## src/sv/assert_macros.svh

```systemverilog
// Assertion macros shared by the sender window RTL.
// No dependencies; the bodies compile away when SYNTHESIS is defined.
`ifndef ASSERT_MACROS_SVH
`define ASSERT_MACROS_SVH
`ifndef SYNTHESIS
`define GBN_ASSERT(lbl, clk, rst, prop) \
  lbl: assert property (@(posedge clk) disable iff (rst) (prop)) \
    else $error("assertion failed");
`define GBN_ASSERT_IMP(lbl, clk, rst, ante, cons) \
  lbl: assert property (@(posedge clk) disable iff (rst) (ante) |-> (cons)) \
    else $error("assertion failed");
`define GBN_ASSERT_NXT(lbl, clk, rst, ante, cons) \
  lbl: assert property (@(posedge clk) disable iff (rst) (ante) |=> (cons)) \
    else $error("assertion failed");
`else
`define GBN_ASSERT(lbl, clk, rst, prop)
`define GBN_ASSERT_IMP(lbl, clk, rst, ante, cons)
`define GBN_ASSERT_NXT(lbl, clk, rst, ante, cons)
`endif
`endif

```

## src/sv/gbn_pkg.sv

```systemverilog
// Types and constants for the go-back-N sender window.
// No dependencies.
package gbn_pkg;

  localparam int MAX_WINDOW = 64;
  localparam int SLOT_W     = $clog2(MAX_WINDOW);
  localparam int WIN_W      = 7;
  localparam int SEQ_W      = 24;
  localparam int TIME_W     = 48;
  localparam int TX_W       = 40;
  localparam int RTT_W      = 63;

  localparam logic [SEQ_W-1:0] TOTAL_RESET  = 24'd250000;
  localparam logic [WIN_W-1:0] WINDOW_RESET = 7'd50;

  localparam logic REG_TOTAL  = 1'b0;
  localparam logic REG_WINDOW = 1'b1;

  typedef enum logic [1:0] {
    OP_POLL    = 2'd0,
    OP_ACK     = 2'd1,
    OP_TIMEOUT = 2'd2
  } op_t;

endpackage

```

## src/sv/go_back_n_sender_window.sv

```systemverilog
// Go-back-N sender window for a fixed number of packets, with a send stamp
// memory. Depends on gbn_pkg and assert_macros.svh.
//
// Each input beat is a fill poll, a cumulative ack or a timeout. The block takes
// one beat and then stays busy until its last result sits in the output register.
// An ack that covers N packets walks their stamps through the single read port
// of the stamp memory, one stamp a cycle. Then the block sends packets, up to
// the window; an event that sends nothing yields one status beat. Stalls on
// the output hold the sending.
module go_back_n_sender_window (
  input  logic         clk,
  input  logic         rst,
  input  logic         s_tvalid,
  output logic         s_tready,
  input  logic [71:0]  s_tdata,   // ack_seq[23:0], now_us[71:24]
  input  logic [1:0]   s_tuser,   // op[1:0]
  output logic         m_tvalid,
  input  logic         m_tready,
  output logic [151:0] m_tdata,   // send_seq[23:0], sent_count[63:24],
                                  // acked_count[87:64], rtt_sum_us[150:88],
                                  // all_acked[151]
  output logic [0:0]   m_tuser,   // send_valid[0]
  output logic         m_tlast,
  input  logic         cfg_valid,
  output logic         cfg_ready,
  input  logic         cfg_index,
  input  logic [23:0]  cfg_data
);

  `include "assert_macros.svh"

  localparam int SEQ_W  = gbn_pkg::SEQ_W;
  localparam int TIME_W = gbn_pkg::TIME_W;
  localparam int SLOT_W = gbn_pkg::SLOT_W;
  localparam int WIN_W  = gbn_pkg::WIN_W;
  localparam int TX_W   = gbn_pkg::TX_W;
  localparam int RTT_W  = gbn_pkg::RTT_W;

  typedef enum logic [1:0] {ST_IDLE, ST_ACK, ST_SEND} state_t;

  state_t              state;
  logic [SEQ_W-1:0]    total_packets;
  logic [WIN_W-1:0]    win_limit;
  logic [SEQ_W-1:0]    base_seq;
  logic [SEQ_W-1:0]    next_seq;
  logic [TX_W-1:0]     transmit_total;
  logic [SEQ_W-1:0]    ack_total;
  logic [RTT_W-1:0]    round_trip_sum;
  logic [TIME_W-1:0]   req_now;
  logic [SEQ_W-1:0]    ack_end;
  logic [SLOT_W-1:0]   rd_ptr;
  logic [WIN_W-1:0]    rd_left;
  logic                rd_v;
  logic                rtt_v;
  logic [TIME_W-1:0]   rd_data;
  logic [TIME_W-1:0]   rtt;
  logic [TIME_W-1:0]   stamp_mem [gbn_pkg::MAX_WINDOW];

  logic [SEQ_W-1:0]    in_ack;
  logic [TIME_W-1:0]   in_now;
  gbn_pkg::op_t        in_op;
  logic                in_take;
  logic                ack_ok;
  logic [SEQ_W-1:0]    ack_span;
  logic [WIN_W-1:0]    win;
  logic [SEQ_W-1:0]    outstanding;
  logic [SEQ_W:0]      next_inc;
  logic                send_now;
  logic                send_after;
  logic                slot_free;
  logic                stamp_we;
  logic [TX_W-1:0]     tx_next;
  logic [SEQ_W-1:0]    ack_total_next;
  logic [RTT_W:0]      rtt_add;

  assign in_ack    = s_tdata[23:0];
  assign in_now    = s_tdata[71:24];
  assign in_op     = gbn_pkg::op_t'(s_tuser);
  assign s_tready  = (state == ST_IDLE);
  assign cfg_ready = 1'b1;
  assign in_take   = s_tvalid && s_tready;
  assign slot_free = !m_tvalid || m_tready;

  assign ack_ok   = (in_ack >= base_seq) && (in_ack < total_packets) && (in_ack < next_seq);
  assign ack_span = in_ack - base_seq;

  assign win         = (win_limit > WIN_W'(gbn_pkg::MAX_WINDOW))
                       ? WIN_W'(gbn_pkg::MAX_WINDOW) : win_limit;
  assign outstanding = next_seq - base_seq;
  assign next_inc    = {1'b0, next_seq} + (SEQ_W+1)'(1);
  assign send_now    = (next_seq < total_packets) && (outstanding < SEQ_W'(win));
  assign send_after  = (next_inc < {1'b0, total_packets})
                       && ((outstanding + SEQ_W'(1)) < SEQ_W'(win));
  assign stamp_we    = (state == ST_SEND) && slot_free && send_now;

  assign tx_next        = (transmit_total == {TX_W{1'b1}}) ? transmit_total
                          : transmit_total + TX_W'(1);
  assign ack_total_next = (ack_total == {SEQ_W{1'b1}}) ? ack_total
                          : ack_total + SEQ_W'(1);
  assign rtt_add        = {1'b0, round_trip_sum} + (RTT_W+1)'(rtt);

  // Stamp memory: one write port for sends, one registered read port for acks.
  always_ff @(posedge clk) begin
    if (stamp_we) begin
      stamp_mem[next_seq[SLOT_W-1:0]] <= req_now;
    end
    rd_data <= stamp_mem[rd_ptr];
  end

  always_ff @(posedge clk) begin
    if (rst) begin
      state          <= ST_IDLE;
      total_packets  <= gbn_pkg::TOTAL_RESET;
      win_limit      <= gbn_pkg::WINDOW_RESET;
      base_seq       <= '0;
      next_seq       <= '0;
      transmit_total <= '0;
      ack_total      <= '0;
      round_trip_sum <= '0;
      rd_left        <= '0;
      rd_v           <= 1'b0;
      rtt_v          <= 1'b0;
      m_tvalid       <= 1'b0;
    end else begin
      if (cfg_valid) begin
        case (cfg_index)
          gbn_pkg::REG_TOTAL:  total_packets <= cfg_data;
          gbn_pkg::REG_WINDOW: win_limit     <= cfg_data[WIN_W-1:0];
          default: ;
        endcase
      end

      if (m_tvalid && m_tready && (state != ST_SEND)) begin
        m_tvalid <= 1'b0;
      end

      case (state)
        ST_IDLE: begin
          if (in_take) begin
            req_now <= in_now;
            ack_end <= in_ack;
            case (in_op)
              gbn_pkg::OP_ACK: begin
                if (ack_ok) begin
                  rd_ptr  <= base_seq[SLOT_W-1:0];
                  rd_left <= ack_span[WIN_W-1:0] + WIN_W'(1);
                end
                state <= ack_ok ? ST_ACK : ST_SEND;
              end
              gbn_pkg::OP_TIMEOUT: begin
                next_seq <= base_seq;
                state    <= ST_SEND;
              end
              default: state <= ST_SEND;
            endcase
          end
        end
        ST_ACK: begin
          // Three-step walk: read the stamp, form the round trip, accumulate.
          if (rd_left != '0) begin
            rd_ptr  <= rd_ptr + SLOT_W'(1);
            rd_left <= rd_left - WIN_W'(1);
          end
          rd_v  <= (rd_left != '0);
          rtt_v <= rd_v;
          if (rd_v) begin
            rtt <= (req_now >= rd_data) ? req_now - rd_data : '0;
          end
          if (rtt_v) begin
            ack_total      <= ack_total_next;
            round_trip_sum <= rtt_add[RTT_W] ? {RTT_W{1'b1}} : rtt_add[RTT_W-1:0];
          end
          if ((rd_left == '0) && !rd_v && !rtt_v) begin
            base_seq <= ack_end + SEQ_W'(1);
            state    <= ST_SEND;
          end
        end
        ST_SEND: begin
          if (slot_free) begin
            m_tvalid <= 1'b1;
            m_tdata[87:64]  <= ack_total;
            m_tdata[150:88] <= round_trip_sum;
            m_tdata[151]    <= (base_seq >= total_packets);
            if (send_now) begin
              transmit_total  <= tx_next;
              next_seq        <= next_inc[SEQ_W-1:0];
              m_tuser         <= 1'b1;
              m_tdata[23:0]   <= next_seq;
              m_tdata[63:24]  <= tx_next;
              m_tlast         <= !send_after;
              if (!send_after) begin
                state <= ST_IDLE;
              end
            end else begin
              m_tuser        <= 1'b0;
              m_tdata[23:0]  <= '0;
              m_tdata[63:24] <= transmit_total;
              m_tlast        <= 1'b1;
              state          <= ST_IDLE;
            end
          end
        end
        default: state <= ST_IDLE;
      endcase
    end
  end

  `GBN_ASSERT(a_window_span, clk, rst,
    (next_seq >= base_seq) && ((next_seq - base_seq) <= SEQ_W'(gbn_pkg::MAX_WINDOW)))
  `GBN_ASSERT_NXT(a_busy_after_take, clk, rst, in_take, state != ST_IDLE)
  `GBN_ASSERT_NXT(a_acks_grow, clk, rst, 1'b1, ack_total >= $past(ack_total))
  `GBN_ASSERT_IMP(a_walk_idle_out, clk, rst, state == ST_ACK, !stamp_we)

endmodule
```

## config.mk

```make
export PLATFORM = sky130hd
export DESIGN_NAME = go_back_n_sender_window
export DESIGN_NICKNAME = d
export VERILOG_FILES = /design/src/sv/gbn_pkg.sv /design/src/sv/go_back_n_sender_window.sv
export VERILOG_INCLUDE_DIRS = /design/src /design/src/sv
export SDC_FILE = /design/constraint.sdc
export NUM_CORES = 2
export LEC_CHECK = 0
export BUFFER_PORTS_ARGS = -buffer_cell sky130_fd_sc_hd__buf_2
export CAP_MARGIN = 10
export CORE_ASPECT_RATIO = 0.5
export CORE_MARGIN = 2
export CORE_UTILIZATION = 45
export DETAILED_ROUTE_END_ITERATION = 10
export SLEW_MARGIN = 20
export SYNTH_ARGS = -nofsm -noshare
export SYNTH_HDL_FRONTEND = slang
export SYNTH_SLANG_ARGS = --single-unit
```

## constraint.sdc

```tcl
create_clock -name clk -period 15.79 [get_ports clk]
set_clock_uncertainty 0.1 [all_clocks]
set_input_delay 0 -clock clk [delete_from_list [all_inputs] [get_ports clk]]
set_output_delay 0 -clock clk [all_outputs]
set_load 0.005 [all_outputs]
```

Yosys cells after proc, flatten, opt, wreduce, memory -nomap -nowiden
Memory sizes are Yosys's and may differ from the RTL's. A register that Yosys moved wholly into a read port is not among the register bits.
Cells that the tools add are included.
{ "totals": {"register_bits": 498, "latchBits": 0, "ram_bits": 3072, "rom_bits": 0, "inputBits": 104, "word_cells": 129, "n_memories": 1} }
{ "op_classes": {"add_sub_neg": 12, "multipliers": 0, "div": 0, "n_lt_le_gt_ge": 10, "n_eq_ne": 16, "shift": 0, "n_mux": 33, "bitwise_logic": 3, "n_reduce_logical": 34} }
{ "mem_list": {"columns": ["name", "words", "word_bits", "rd", "rd_ports_with_merged_regs", "write_ports", "line_no", "source"], "rows": [
  ["stamp_mem", 64, 48, 1, 1, 1, "go_back_n_sender_window.sv:57", "logic [TIME_W-1:0] stamp_mem [gbn_pkg::MAX_WINDOW];"]
]} }
{ "op_table": {"columns": ["operator", "count"], "rows": [
  ["$mux 24", 4],
  ["$add 24x1->24 const B", 3],
  ["$lt 24x24->1", 3],
  ["$add 63x48->64", 1],
  ["$mux 64", 1],
  ["$mux 63", 1],
  ["$ge 24x24->1", 2],
  ["$ge 48x48->1", 1],
  ["$lt 24x7->1", 2],
  ["$pmux 24 s2", 1],
  ["$sub 48x48->48", 1],
  ["$add 40x1->40 const B", 1],
  ["$eq 40x40->1 const B", 1],
  ["$mux 40", 1],
  ["$mux 7", 5],
  ["$add 24x1->25 const B", 1],
  ["$lt 25x24->1", 1],
  ["$eq 24x24->1 const B", 1],
  ["$mux 6", 4],
  ["$sub 24x24->24", 1],
  ["$reduce_and 3->1", 5],
  ["$mux 2", 7],
  ["$pmux 7 s2", 1],
  ["$pmux 6 s2", 1],
  ["24 further kinds", 58]
]} }

Longest topological paths before layout
{ "depth": {"depth_word": 8, "ltp_mapped": 21} }

Worst setup path before layout
Ideal clock, no wire load.
{ "synth_timing": {"path_kind": "register to register", "startpoint": "register state[1]", "endpoint": "register m_tdata[0] (enable)", "t_arrival_ns": 7.274, "required_time_ns": 15.020, "slack_ns": 7.746, "path_stages_with_launch": 5, "period_less_slack_ns": 8.044, "cell_sequence": "dfxtp_1 > nor2b_1 > clkbuf_1 > nand2_1 > nor2_1"} }
{ "synth_between": {"elab_chain_cells": 2} }
{ "synth_lines": {"columns": ["element", "line_no", "source"], "rows": [
  ["from (decl)", "go_back_n_sender_window.sv:41", "state_t state;"],
  ["from (signal assigned)", "go_back_n_sender_window.sv:148", "state <= ack_ok ? ST_ACK : ST_SEND;"],
  ["$eq 2x2->1", "go_back_n_sender_window.sv:137", "case (state)"],
  ["$reduce_and 3->1 (no line)", null, null],
  ["to (signal assigned)", "go_back_n_sender_window.sv:188", "m_tdata[23:0] <= next_seq;"],
  ["to (decl)", "go_back_n_sender_window.sv:19", "output logic [151:0] m_tdata,"]
]} }
No other way between the ends.
A chain may end at the register's enable or synchronous reset.

Worst setup path in the final report
{ "layout_timing": {"startpoint": "register next_seq[0]", "endpoint": "memory stamp_mem[38][7] (enable)"} }
{ "layout_between": {"elab_chain_cells": 6} }
{ "layout_lines": {"columns": ["element", "line_no", "source"], "rows": [
  ["from (decl)", "go_back_n_sender_window.sv:45", "logic [SEQ_W-1:0] next_seq;"],
  ["from (signal assigned)", "go_back_n_sender_window.sv:151", "next_seq <= base_seq;"],
  ["from (signal assigned)", "go_back_n_sender_window.sv:186", "next_seq <= next_inc[SEQ_W-1:0];"],
  ["$sub 24x24->24", "go_back_n_sender_window.sv:89", "assign outstanding = next_seq - base_seq;"],
  ["$lt 24x7->1", "go_back_n_sender_window.sv:91", "assign send_now = (next_seq < total_packets) && (outstanding < SEQ_W'(win));"],
  ["$logic_and 1x1->1", "go_back_n_sender_window.sv:91", null],
  ["$logic_and 1x1->1", "go_back_n_sender_window.sv:94", "assign stamp_we = (state == ST_SEND) && slot_free && send_now;"],
  ["$mux 1", "go_back_n_sender_window.sv:104", "if (stamp_we) begin"],
  ["$mux 1 (implied by the code)", "go_back_n_sender_window.sv:105", "stamp_mem[next_seq[SLOT_W-1:0]] <= req_now;"],
  ["to (decl)", "go_back_n_sender_window.sv:57", null]
]} }
Parallel ways exist; a longest one is shown, timed or not.

==> out/qor.txt <==
Layout Cells excl Fill: 12.9k
# rows: 148
Slew headroom: 17.5%
I/O pin total: 261
GRT Total Usage: 25.3%
HPWL after detailed placement: 269000 microns
clock-pin slew on the worst setup and hold paths: 0.07 ns
core area: 326000 sq um
final hold violation count: 0
CTS sink cnt: 3618
Yosys warning total: 0
Num CTS Buffers: 328
critical path type: reg2reg
first-pass GRT wire length: 597000 microns
Worst Path Arrival: 7.87 ns
post-synthesis sequential area ratio: 71.9%
Worst R2R End: stamp_mem[38][7]$_DFFE_PP_
crit share post-route: 47.0%
setup slack, reg-to-reg: 8.37 ns
drt first pass iters: 7
RSZ-0062 raised after global routing: false
MaxCap Viol Count: 0
P&R area growth vs syn: 13.9%
crit-path max FO: 27
Worst R2R Start: next_seq[0]$_SDFFE_PP0P_
RePlAce Congestion: 0.884
nets@finish: 8707
worst skew pair latency: 0.93 ns
DR vias: 79.7k
post-route ant nets: 0
Required @ worst endpoint: 16.24 ns
Inst Count DP: 12.1k
Main synth FF type: edfxtp_1
CP Launch Type: register
HP Start: s_tvalid
Remaining DRCs: 0
setup TNS: 0 ns
Fmax: 135 MHz
Die W: 813 microns
H-tree depth: 5
Hold Path End: state[0]$_SDFFE_PP0P_
CP Capture Type: register
status: completed
flops & latches, synth: 3618
final worst slack: 8.37 ns
Post-Syn Area: 147000 sq um
final setup vio count: 0
Port Buf Inserts: 259
Power Density: 114 nW/um^2
layout cells sized above 1: 23.9%
final core occ: 51.6%
Synth Net Count: 8046
most common cell after layout, fill and taps aside: edfxtp_1
# hold bufs at CTS: 239
TritonCTS clock tree: built
initial antenna violation count: 54
Hold Crit Class: in2reg
Final Max Slew Viols: 0
post-synth cell types: 84
post-CTS setup buffer count: 0
DR vias/cell: 6.15
minimum clock period after layout: 7.42 ns
syn_area_per_cell: 19.3 sq um
worst r2r path cells: 22
Hold Crit Depth: 5
Die Height: 409 microns
Post-CTS Resized: 0
async set-or-reset flop fraction in the synthesized netlist: 0%
Tightest Pin Transition: 1.24 ns
DR iter-0 viols: 10.7k
Post-Route WL: 426000 microns
Hold Slack: 0.118 ns
Post-Synthesis Cells: 7651
VDD IR max: 94.6 uV
clk buf depth: 4
clk root buf: clkbuf_16
DR WL/cell: 32.9 microns
dpl ws: 8.42 ns
GRT overflow: 0
initial core utilization: 45.3%
largest net degree at the start of global routing: 138
Die ar.: 332000 sq um
vias in the first global route: 77.2k
Post-synth EDFFs: 3352
Static Leak: 54.5 nW
most frequent cells in the layout: edfxtp_1, mux4_2, clkbuf_16
-- worst max-delay path, stage by stage, from the launching register on --
cell,delay [ns]
dfxtp_1,0.30
buf_4,0.19
inv_1,0.46
ha_1,0.29
inv_1,0.07
fa_1,0.43
a21o_1,0.20
a22o_1,0.23
nor2_1,0.12
xnor2_1,0.17
ha_1,0.27
nor3_1,0.17
nand4_1,0.10
or4_1,0.48
or4_1,0.55
nor4_2,0.14
nand3b_1,0.21
nor4b_4,0.29
buf_4,0.35
nand4_2,0.14
buf_4,0.29
nor2_4,0.86
buf_4,0.51
-- layer usage --
layer,track usage (%),part of all wire [%]
met5,0,0.039
met4,7.18,3.1
met3,5.04,9.7
met2,38.3,45
met1,37.6,42
-- power by group --
part,total [mW],switching [mW],internal (mW)
clock,8.02,3.59,4.43
sequential,10.5,0.0256,10.5
combinational,0.571,0.385,0.186
-- sequential cells by signal, indices dropped and copies added, names as in the netlist, 2 cells and up --
register / count
stamp_mem: 3072
m_tdata: 152
round_trip_sum: 63
rd_data: 48
req_now: 48
rtt: 48
transmit_total: 40
ack_end: 24
ack_total: 24
base_seq: 24
next_seq: 24
total_packets: 24
rd_left: 7
win_limit: 7
rd_ptr: 6
state: 2
-- final cells by class --
type                            instances  area [sq um]
Tap cell                             4350          5440
Inverter                              180           677
Multi-Input combinational cell       3491         39900
Clock buffer                          416          8820
Timing Repair Buffer                  693          5260
Clock inverter                        169          1670
Fill cell                           25759        158000
Sequential cell                      3618        106000
Antenna cell                           30          75.1
-- worst max path at each step --
stage                                         from                           to  depth (start not counted)
after CTS                 next_seq[0]$_SDFFE_PP0P_   stamp_mem[38][3]$_DFFE_PP_                         22
final                     next_seq[0]$_SDFFE_PP0P_   stamp_mem[38][7]$_DFFE_PP_                         22
after floorplan              state[1]$_SDFFE_PP0P_     m_tdata[0]$_SDFFCE_PN0P_                          4
after global routing      next_seq[0]$_SDFFE_PP0P_   stamp_mem[38][3]$_DFFE_PP_                         22
after global placement    next_seq[0]$_SDFFE_PP0P_   stamp_mem[38][1]$_DFFE_PP_                         22
after detailed placement  next_seq[0]$_SDFFE_PP0P_  stamp_mem[38][14]$_DFFE_PP_                         22
-- stage by stage --
stage	instance area, sq um	power, mW
6_report	168000	19.1
5_1_grt	168000	19.6
4_1_cts	168000	19.2
3_5_place_dp	155000	11.2
3_3_place_gp	155000	11.2
2_1_floorplan	147000	11.0
-- kinds of logic (layout without fill, tap and decap cells) --
kind of cell             Yosys count  after routing  synth area share [%]
AO/OA/AOI/OAI                    890            890                  3.85
XOR/XNOR                         200            200                  1.19
adder cells (fa/ha/maj)          291            291                  2.50
buffers and inverters            542           1458                  1.39
flip-flops                      3618           3618                  71.9
multiplexers                    1027           1027                  15.5
other                              1             31               0.00254
AND/OR/NAND/NOR                 1082           1082                  3.61
-- cell usage after synthesis, types with 11 or more instances --
| cell | number | area (sq um) |
|---|---|---|
| a211o_1 | 12 | 105 |
| a211oi_1 | 52 | 390 |
| a21boi_0 | 12 | 90.1 |
| a21o_1 | 97 | 728 |
| a21oi_1 | 274 | 1370 |
| a311oi_1 | 12 | 105 |
| a31o_2 | 19 | 166 |
| a31oi_1 | 24 | 150 |
| and2_1 | 53 | 332 |
| and3_1 | 31 | 194 |
| and4_1 | 18 | 158 |
| buf_1 | 58 | 218 |
| clkbuf_1 | 294 | 1100 |
| dfxtp_1 | 266 | 5330 |
| edfxtp_1 | 3352 | 101000 |
| ha_1 | 285 | 3570 |
| inv_1 | 179 | 672 |
| mux2i_1 | 12 | 120 |
| mux4_2 | 1008 | 22700 |
| nand2_1 | 249 | 935 |
| nand2b_1 | 27 | 169 |
| nand3_1 | 118 | 591 |
| nand4_1 | 69 | 432 |
| nor2_1 | 304 | 1140 |
| nor2b_1 | 30 | 188 |
| nor3_1 | 53 | 265 |
| nor4_1 | 23 | 144 |
| o211ai_1 | 39 | 293 |
| o21a_1 | 24 | 180 |
| o21ai_0 | 196 | 981 |
| o21bai_1 | 17 | 128 |
| o31ai_1 | 17 | 128 |
| or3_1 | 55 | 344 |
| or4_1 | 11 | 82.6 |
| xnor2_1 | 131 | 1150 |
| xor2_1 | 69 | 604 |
Power figures use the tool's default switching activity.
